<file path="src/rtl/cpfv_pkg.sv">
// Package for the CPF check-digit validator: digit vector types, status codes
// and fixed constants of the CPF format.
// No dependencies.
package cpfv_pkg;

  // Input width and the eleven decimal digits of a CPF number
  localparam int unsigned InW       = 37;
  localparam int unsigned NumDigits = 11;

  // Largest CPF number that is accepted
  localparam logic [InW-1:0] CpfMax = InW'(64'd99999999999);

  // Result codes
  typedef enum logic [1:0] {
    ST_VALID  = 2'd0,
    ST_RANGE  = 2'd1,
    ST_FIRST  = 2'd2,
    ST_SECOND = 2'd3
  } status_e;

  // BCD digit vector, element NumDigits-1 is the most significant digit
  typedef logic [NumDigits-1:0][3:0] bcd_t;

  // Payload that travels through the binary to BCD stages
  typedef struct packed {
    logic bad;   // zero or out of range
    bcd_t bcd;
  } dab_t;

endpackage

</file>
<file path="src/rtl/cpfv_dabble_stage.sv">
// One register stage of the pipelined binary to BCD converter (shift and
// add-3), consuming Steps bits of the binary word per stage.
// Depends on cpfv_pkg.
module cpfv_dabble_stage #(
  parameter int unsigned Steps = 4,
  parameter int unsigned BinW  = 40
) (
  input  logic               clk_i,
  input  logic               load_i,
  input  logic [BinW-1:0]    bin_i,
  input  cpfv_pkg::dab_t     dab_i,
  output logic [BinW-1:0]    bin_o,
  output cpfv_pkg::dab_t     dab_o
);
  import cpfv_pkg::*;

  logic [BinW-1:0] bin_d, bin_q;
  dab_t            dab_d, dab_q;

  // Steps iterations of add-3 then shift, each digit corrected on its own
  always_comb begin
    bin_d = bin_i;
    dab_d = dab_i;
    for (int unsigned s = 0; s < Steps; s++) begin
      for (int unsigned k = 0; k < NumDigits; k++) begin
        if (dab_d.bcd[k] >= 4'd5) begin
          dab_d.bcd[k] = dab_d.bcd[k] + 4'd3;
        end
      end
      // BCD vector moves up one bit, binary MSB enters at the bottom
      dab_d.bcd = (4*NumDigits)'({dab_d.bcd, bin_d[BinW-1]});
      bin_d     = {bin_d[BinW-2:0], 1'b0};
    end
  end

  // Payload register, no reset needed
  always_ff @(posedge clk_i) begin
    if (load_i) begin
      bin_q <= bin_d;
      dab_q <= dab_d;
    end
  end

  assign bin_o = bin_q;
  assign dab_o = dab_q;

endmodule

</file>
<file path="src/rtl/cpf_check_digit_validator_unit.sv">
// Top level of the CPF check-digit validator: range check, pipelined binary
// to BCD conversion, weighted sums, mod 11 check digits and result compare.
// Depends on cpfv_pkg and cpfv_dabble_stage.
//
//   channel  signals                          direction  meaning
//   in       in_valid_i/in_ready_o,           sink       one CPF number
//            cpf_number_i[36:0]
//   out      out_valid_o/out_ready_i,         source     verdict per number
//            is_valid_o, status_o[1:0]
//
// One number enters per cycle while the pipeline is not stalled; each number
// passes through the input register, the BCD conversion stages, the sum
// stage, the mod 11 stage and the output register.
// Reset clears only the stage valid bits; payload registers are not reset.
// Each stage holds its data while the next one is full and stalled, so a
// stalled output blocks the input only once every stage holds a transfer.
module cpf_check_digit_validator_unit #(
  parameter int unsigned BitsPerStage = 4   // 1 to 8
) (
  input  logic                     clk_i,
  input  logic                     rst_ni,
  input  logic                     in_valid_i,
  output logic                     in_ready_o,
  input  logic [cpfv_pkg::InW-1:0] cpf_number_i,
  output logic                     out_valid_o,
  input  logic                     out_ready_i,
  output logic                     is_valid_o,
  output logic [1:0]               status_o
);
  import cpfv_pkg::*;

  localparam int unsigned NumStages = (InW + BitsPerStage - 1) / BitsPerStage;
  localparam int unsigned BinW      = NumStages * BitsPerStage;
  localparam int unsigned SumIdx    = NumStages + 1;
  localparam int unsigned ModIdx    = NumStages + 2;
  localparam int unsigned Last      = NumStages + 3;

  // Turn a weighted sum into its check digit: (10*s) mod 11, 10 becomes 0.
  // 10*s mod 11 equals (11 - s mod 11) mod 11.
  function automatic logic [3:0] check_digit_f(input logic [9:0] s);
    logic [17:0] prod;
    logic [6:0]  quot;
    logic [10:0] rem_w;
    logic [4:0]  rem;
    begin
      prod  = 18'(s) * 18'd186;          // 186/2048 slightly under 1/11
      quot  = prod[17:11];
      rem_w = 11'(s) - 11'(({4'd0, quot} << 3) + ({4'd0, quot} << 1) + 11'(quot));
      rem   = rem_w[4:0];
      if (rem >= 5'd11) begin
        rem = rem - 5'd11;
      end
      if (rem <= 5'd1) begin
        check_digit_f = 4'd0;
      end else begin
        check_digit_f = 4'(5'd11 - rem);
      end
    end
  endfunction

  // ---------------------------------------------------------------------
  // Stage valid bits and advance enables
  // ---------------------------------------------------------------------
  logic [Last:0] v_q, v_d, adv;

  // A stage may take new data when the output is ready or when it or any stage downstream is empty
  for (genvar k = 0; k <= Last; k++) begin : g_adv
    assign adv[k] = out_ready_i | ~(&v_q[Last:k]);
  end

  always_comb begin
    v_d[0] = adv[0] ? in_valid_i : v_q[0];
    for (int unsigned k = 1; k <= Last; k++) begin
      v_d[k] = adv[k] ? v_q[k-1] : v_q[k];
    end
  end

  always_ff @(posedge clk_i or negedge rst_ni) begin
    if (!rst_ni) begin
      v_q <= '0;
    end else begin
      v_q <= v_d;
    end
  end

  assign in_ready_o  = adv[0];
  assign out_valid_o = v_q[Last];

  // ---------------------------------------------------------------------
  // Input stage: register the number and flag zero or out of range
  // ---------------------------------------------------------------------
  logic [BinW-1:0] bin_w [NumStages+1];
  dab_t            dab_w [NumStages+1];
  logic [BinW-1:0] bin0_q;
  dab_t            dab0_q;

  always_ff @(posedge clk_i) begin
    if (adv[0]) begin
      bin0_q     <= BinW'(cpf_number_i);
      dab0_q.bad <= (cpf_number_i == '0) || (cpf_number_i > CpfMax);
      dab0_q.bcd <= '0;
    end
  end

  assign bin_w[0] = bin0_q;
  assign dab_w[0] = dab0_q;

  // ---------------------------------------------------------------------
  // Binary to BCD conversion stages
  // ---------------------------------------------------------------------
  for (genvar i = 0; i < NumStages; i++) begin : g_dab
    cpfv_dabble_stage #(
      .Steps (BitsPerStage),
      .BinW  (BinW)
    ) u_stage (
      .clk_i  (clk_i),
      .load_i (adv[i+1]),
      .bin_i  (bin_w[i]),
      .dab_i  (dab_w[i]),
      .bin_o  (bin_w[i+1]),
      .dab_o  (dab_w[i+1])
    );
  end

  // ---------------------------------------------------------------------
  // Sum stage: weighted digit sums for both check digits
  // ---------------------------------------------------------------------
  bcd_t       digits;
  logic [9:0] sum1_d, sum2_d;
  logic [9:0] sum1_q, sum2_q;
  logic [3:0] s_d9_q, s_d10_q;
  logic       s_bad_q;

  assign digits = dab_w[NumStages].bcd;

  // digit n (most significant first) sits at index NumDigits-1-n
  always_comb begin
    sum1_d = '0;
    sum2_d = '0;
    for (int unsigned n = 0; n < 9; n++) begin
      sum1_d = sum1_d + 10'(digits[NumDigits-1-n]) * 10'(10 - n);
    end
    for (int unsigned n = 0; n < 10; n++) begin
      sum2_d = sum2_d + 10'(digits[NumDigits-1-n]) * 10'(11 - n);
    end
  end

  always_ff @(posedge clk_i) begin
    if (adv[SumIdx]) begin
      sum1_q  <= sum1_d;
      sum2_q  <= sum2_d;
      s_d9_q  <= digits[1];
      s_d10_q <= digits[0];
      s_bad_q <= dab_w[NumStages].bad;
    end
  end

  // ---------------------------------------------------------------------
  // Mod 11 stage: expected check digits
  // ---------------------------------------------------------------------
  logic [3:0] cd1_q, cd2_q, m_d9_q, m_d10_q;
  logic       m_bad_q;

  always_ff @(posedge clk_i) begin
    if (adv[ModIdx]) begin
      cd1_q   <= check_digit_f(sum1_q);
      cd2_q   <= check_digit_f(sum2_q);
      m_d9_q  <= s_d9_q;
      m_d10_q <= s_d10_q;
      m_bad_q <= s_bad_q;
    end
  end

  // ---------------------------------------------------------------------
  // Output stage: compare, first failure wins
  // ---------------------------------------------------------------------
  status_e status_d, status_q;

  always_comb begin
    if (m_bad_q) begin
      status_d = ST_RANGE;
    end else if (cd1_q != m_d9_q) begin
      status_d = ST_FIRST;
    end else if (cd2_q != m_d10_q) begin
      status_d = ST_SECOND;
    end else begin
      status_d = ST_VALID;
    end
  end

  always_ff @(posedge clk_i) begin
    if (adv[Last]) begin
      status_q <= status_d;
    end
  end

  assign status_o   = status_q;
  assign is_valid_o = (status_q == ST_VALID);

  // ---------------------------------------------------------------------
  // Assertions
  // ---------------------------------------------------------------------
  // Input back-pressure only arises from a stalled, full pipeline
  a_stall_full: assert property (@(posedge clk_i) disable iff (!rst_ni)
    !in_ready_o |-> (out_valid_o && !out_ready_i && (&v_q)))
    else $error("input stalled with a free stage");

  // An accepted transfer occupies the input stage on the next cycle
  a_in_taken: assert property (@(posedge clk_i) disable iff (!rst_ni)
    (in_valid_i && in_ready_o) |=> v_q[0])
    else $error("accepted transfer lost at input stage");

  // A stalled result keeps its verdict
  a_out_hold: assert property (@(posedge clk_i) disable iff (!rst_ni)
    (out_valid_o && !out_ready_i) |=> (out_valid_o && $stable(status_q)))
    else $error("stalled result changed");

endmodule

</file>
<file path="config.mk">
export PLATFORM = sky130hd
export DESIGN_NAME = cpf_check_digit_validator_unit
export DESIGN_NICKNAME = d
export VERILOG_FILES = /design/src/rtl/cpfv_pkg.sv /design/src/rtl/cpfv_dabble_stage.sv /design/src/rtl/cpf_check_digit_validator_unit.sv
export SDC_FILE = /design/constraint.sdc
export NUM_CORES = 2
export LEC_CHECK = 0
export ABC_AREA = 1
export BUFFER_PORTS_ARGS = -buffer_cell sky130_fd_sc_hd__buf_4
export CORE_MARGIN = 4
export CORE_UTILIZATION = 55
export CTS_BUF_LIST = sky130_fd_sc_hd__clkbuf_8
export DETAILED_ROUTE_END_ITERATION = 12
export PLACE_DENSITY_LB_ADDON = 0.3
export SETUP_SLACK_MARGIN = 0.02
export SLEW_MARGIN = 25
export SYNTH_ARGS = -nofsm -noshare
export SYNTH_HDL_FRONTEND = slang
export SYNTH_SLANG_ARGS = --single-unit
</file>
<file path="constraint.sdc">
create_clock -name clk_i -period 14 [get_ports clk_i]
set_clock_uncertainty 0.05 [all_clocks]
set_input_delay 2.8 -clock clk_i [delete_from_list [all_inputs] [get_ports clk_i]]
set_output_delay 2.8 -clock clk_i [all_outputs]
set_load 0.02 [all_outputs]
</file>
==> metrics.md <==
| Metric | Value |
|---|---|
| Slew at the pin closest to its max-slew limit | `around 0.8 ns` |
| Clock Pin Slew Worst Setup and Hold Paths | `0.06 ns` |
| Critical Path Sink Type | `output pin` |
| Asr flop ratio synth | `under 10%` |
| Starting Density | `around 56%` |
| Main flop type after synthesis | `sky130_fd_sc_hd__edfxtp_1` |
| TritonCTS clock tree | `built` |
| Worst setup path class | `in -> out` |
| Setup slack, reg-to-reg | `approximately 6.8 ns` |
| Last weighted congestion value of the routability-driven placer | `between 0.8 and 0.9` |
| Number of max-cap violations | `0` |
| Ys Warns | `0` |
| Setup TNS | `0 ns` |
| Number of sinks on the clock net | `532` |
| Final setup slack of the worst path | `3.75 ns` |
| Data arrival time at the worst-slack endpoint | `approximately 7.4 ns` |
| Unique cell type count in the Yosys netlist | `50` |
| Required @ worst endpoint | `~11 ns` |
| Number of setup violations in the final report | `0` |
| Total length of routed wires | `81000 µm` |
| Count of nets after finishing | `~6500` |
| Cells along the critical path | `buf_4, nor2_1, inv_2, nor2_1, inv_2, nor2_1, inv_1, nor2_1, clkinv_2, nor2_2, nand2_2, buf_4, nor2_4, nand3_2, buf_4, nor2_2, nand2_4, nor2_4, nand3_2, buf_4, buf_4` |
| Horizontal extent of the die | `roughly 300 µm` |
| Most frequent standard cell in the layout excluding fill and tap cells | `sky130_fd_sc_hd__inv_1` |
| Min cycle time layout | `slightly above 10 ns` |
| R2R cell count | `35` |
| H-Tree Level Count | `3` |
| Max stage delay cell, worst path | `sky130_fd_sc_hd__clkinv_2` |
| Number of antenna violations at the first check in global routing | `1` |
| Pre-antenna DRT Iters | `7` |
| Setup slack at placement | `~3.6 ns` |
| Residual antenna-violating net count after detailed routing | `0` |
| IO Pins | `46` |
| CP bufs+invs | `9` |
| Nets in the synthesized netlist | `6304` |
| Number of placement rows | `106` |
| GR Util All Layers | `approximately 18%` |
| Number of enable-type register cells in the synthesized netlist | `a little over 500` |
| Min-delay src | `g_dab[4].u_stage.bin_o[29]` |
| Critical R2R Launch | `sum1_q[1]` |
| Die H | `approximately 300 µm` |
| Final global-route overflow total | `0` |
| Count of vias placed by the detailed router | `33400` |
| Layout fillers | `a little over 7000` |
| Run status | `finished clean` |
| Via density | `about 4.9` |
| Element type at the critical path start | `input pin` |
| Remaining max-slew budget at the tightest pin | `45.4%` |
| Cell at the root of the clock tree | `sky130_fd_sc_hd__clkbuf_8` |
| Final-report hold violation count | `0` |
| Post-DR wirelength/cell | `11.8 µm` |
| Buffer count from post-CTS setup fixing | `0` |
| Number of DRC violations after detailed-routing iteration 0 | `between 1000 and 1500` |
| Vias in the first global route | `around 33000` |
| Number of flip-flops and latches in the synthesized netlist | `532` |
| P&R area growth vs syn | `8.11%` |
| Layout cells sized above 1 | `8.34%` |
| Global-route wire length before repair | `about 140000 µm` |
| Gate count of the mapped netlist | `approximately 5500` |
| Netlist Area Pre-Place | `about 0.047 mm²` |
| Number of CTS-inserted buffers | `92` |
| Post-CTS Hold Fix Bufs | `0` |
| Maximum count of clock buffers along a single path | `3` |
| Most frequent cells in the layout | `1347 x sky130_fd_sc_hd__inv_1, 971 x sky130_fd_sc_hd__nand2_1, 613 x sky130_fd_sc_hd__ha_1` |
| Cells on Worst Hold Path | `0` |
| Highest clock rate | `between 0.09 and 0.1 GHz` |
| Longest individual stage delay on the worst path | `0.63 ns` |
| Drc violations | `0` |
| Worst-skew pair later-pin latency | `~0.70 ns` |
| Worst min-delay path endpoint | `g_dab[5].u_stage.bin_o[33]` |
| Crit-path max FO | `about 50` |
| Maximum number of pins on one net before global-route repair | `50` |
| Hold WC Path Type | `reg -> reg` |
| Kind of cell adding the most delay to the critical path | `simple AND/OR/NAND/NOR gates` |
| Total core area | `around 0.084 mm²` |
| Setup repair after global routing missed its margin | `no` |
| Sequential share of the synthesized area | `between 30% and 40%` |
| Cell mode on critical path | `sky130_fd_sc_hd__buf_4` |
| Worst reg2reg endpoint | `cd1_q[1]` |
| Total die area | `about 0.090 mm²` |
| Number of resized instances in the post-cts repair step | `0` |
| Post-DP HPWL | `65300 µm` |
| Number of port buffers | `45` |
| Number of max-slew violations in the final report | `0` |
| Post-synthesis area per instance | `between 8 and 9 µm²` |
| Part of the cycle the worst path needs | `between 70% and 80%` |
cells in the mapped netlist (2+ instances only):
master	number	area [µm²]
sky130_fd_sc_hd__a21oi_1	187	936
sky130_fd_sc_hd__ha_1	613	7670
sky130_fd_sc_hd__nand3b_2	2	22.5
sky130_fd_sc_hd__a21o_1	5	37.5
sky130_fd_sc_hd__or2_2	8	50.1
sky130_fd_sc_hd__dfrtp_1	14	350
sky130_fd_sc_hd__or2_0	14	87.6
sky130_fd_sc_hd__o31ai_1	3	22.5
sky130_fd_sc_hd__o21ai_4	2	32.5
sky130_fd_sc_hd__nand4_1	25	156
sky130_fd_sc_hd__inv_2	35	131
sky130_fd_sc_hd__fa_1	153	3060
sky130_fd_sc_hd__nand3b_4	2	40.0
sky130_fd_sc_hd__nor3_1	15	75.1
sky130_fd_sc_hd__nor4_1	9	56.3
sky130_fd_sc_hd__nand3_1	139	696
sky130_fd_sc_hd__edfxtp_1	518	15600
sky130_fd_sc_hd__or2_1	31	194
sky130_fd_sc_hd__xnor2_2	2	32.5
sky130_fd_sc_hd__o21bai_1	7	52.6
sky130_fd_sc_hd__xor2_1	277	2430
sky130_fd_sc_hd__xor2_2	13	211
sky130_fd_sc_hd__nand2_2	47	294
sky130_fd_sc_hd__nand2b_1	2	12.5
sky130_fd_sc_hd__nand2_1	972	3650
sky130_fd_sc_hd__a21oi_2	10	87.6
sky130_fd_sc_hd__o211ai_1	7	52.6
sky130_fd_sc_hd__o21ai_2	133	1160
sky130_fd_sc_hd__nor2_1	371	1390
sky130_fd_sc_hd__o21ai_0	205	1030
sky130_fd_sc_hd__nand3b_1	17	128
sky130_fd_sc_hd__nor2_2	3	18.8
sky130_fd_sc_hd__a21boi_0	2	15.0
sky130_fd_sc_hd__nor2_4	3	33.8
sky130_fd_sc_hd__inv_1	1320	4950
sky130_fd_sc_hd__o21ai_1	237	1190
sky130_fd_sc_hd__nand3_2	30	300
sky130_fd_sc_hd__xnor2_1	33	289
sky130_fd_sc_hd__o22ai_1	9	56.3
sky130_fd_sc_hd__a31oi_1	12	75.1
routing by layer:
layer	vias to the layer above	GRT usage [%]	part of all wire (%)
li1	17700	-	-
met1	15300	20.0	41
met2	315	36.8	54
met3	123	2.46	2.5
met4	0	5.03	2.4
met5	-	0	0
final cells by class:
| class | count | area (µm²) | area share (%) |
|---|---|---|---|
| multi-input cells | 3610 | 25800 | 51.0 |
| flip-flops and latches | 532 | 15900 | 31.5 |
| inverters | 1355 | 5090 | 10.1 |
| well taps | 1134 | 1420 | 2.81 |
| clock buffers | 95 | 1310 | 2.59 |
| clock inverters | 76 | 642 | 1.27 |
| repair buffers | 53 | 398 | 0.788 |
| diodes | 1 | 2.50 | 0.00495 |
how the worst max path moves through the flow:
stage / startpoint / endpoint / slack [ns] / depth (start not counted)
after floorplan: out_ready_i / in_ready_o / 3.12 / 16
after global placement: out_ready_i / in_ready_o / 3.67 / 21
after detailed placement: out_ready_i / in_ready_o / 3.56 / 21
after CTS: out_ready_i / in_ready_o / 3.55 / 21
after global routing: out_ready_i / in_ready_o / 3.24 / 21
final: out_ready_i / in_ready_o / 3.75 / 21
cell families (layout without fill, tap and decap cells):
group | after synthesis | after routing | share of synthesized area (%)
compound gates | 824 | 824 | 10.3
other cells | 0 | 1 | 0
buf+inv | 1355 | 1579 | 10.9
xor+xnor | 325 | 325 | 6.33
flops | 532 | 532 | 34.0
fa+ha+maj | 766 | 766 | 23.0
mux | 2 | 2 | 0.0455
simple gates | 1693 | 1693 | 15.5
state kept, by name, summed over array words and instances (netlist names):
register             flops
m_d10_q                  4
status_o                 2
m_bad_q                  1
v_q                     14
g_dab.u_stage.dab_o    252
cd2_q                    4
s_d9_q                   4
m_d9_q                   4
bin0_q                  37
s_d10_q                  4
s_bad_q                  1
cd1_q                    4
sum2_q                  10
sum1_q                  10
dab0_q                   1
g_dab.u_stage.bin_o    180
metrics by stage:
stage | cells | util, % | cell area, µm² | hold slack [ns]
2_1_floorplan | 5497 | - | 46700 | 0.350
3_3_place_gp | 6684 | 57.8 | 48600 | 0.350
3_5_place_dp | 6684 | 57.8 | 48600 | 0.355
4_1_cts | 6855 | 60.2 | 50500 | 0.351
5_1_grt | 6856 | 60.2 | 50500 | 0.366
6_report | 6856 | 60.2 | 50500 | 0.351
worst register-to-register path, delay by kind of cell, from the launching register on:
kind | cells | cell delay [ns]
AO/OA/AOI/OAI | 4 | 0.65
XOR/XNOR | 2 | 0.58
adder cells (fa/ha/maj) | 9 | 3.65
buffers and inverters | 8 | 0.43
flip-flops | 1 | 0.51
AND/OR/NAND/NOR | 12 | 1.07
Power is left out: the tool's default activity adds up to more than one toggle a clock period on the data nets, which glitch-free logic cannot reach.
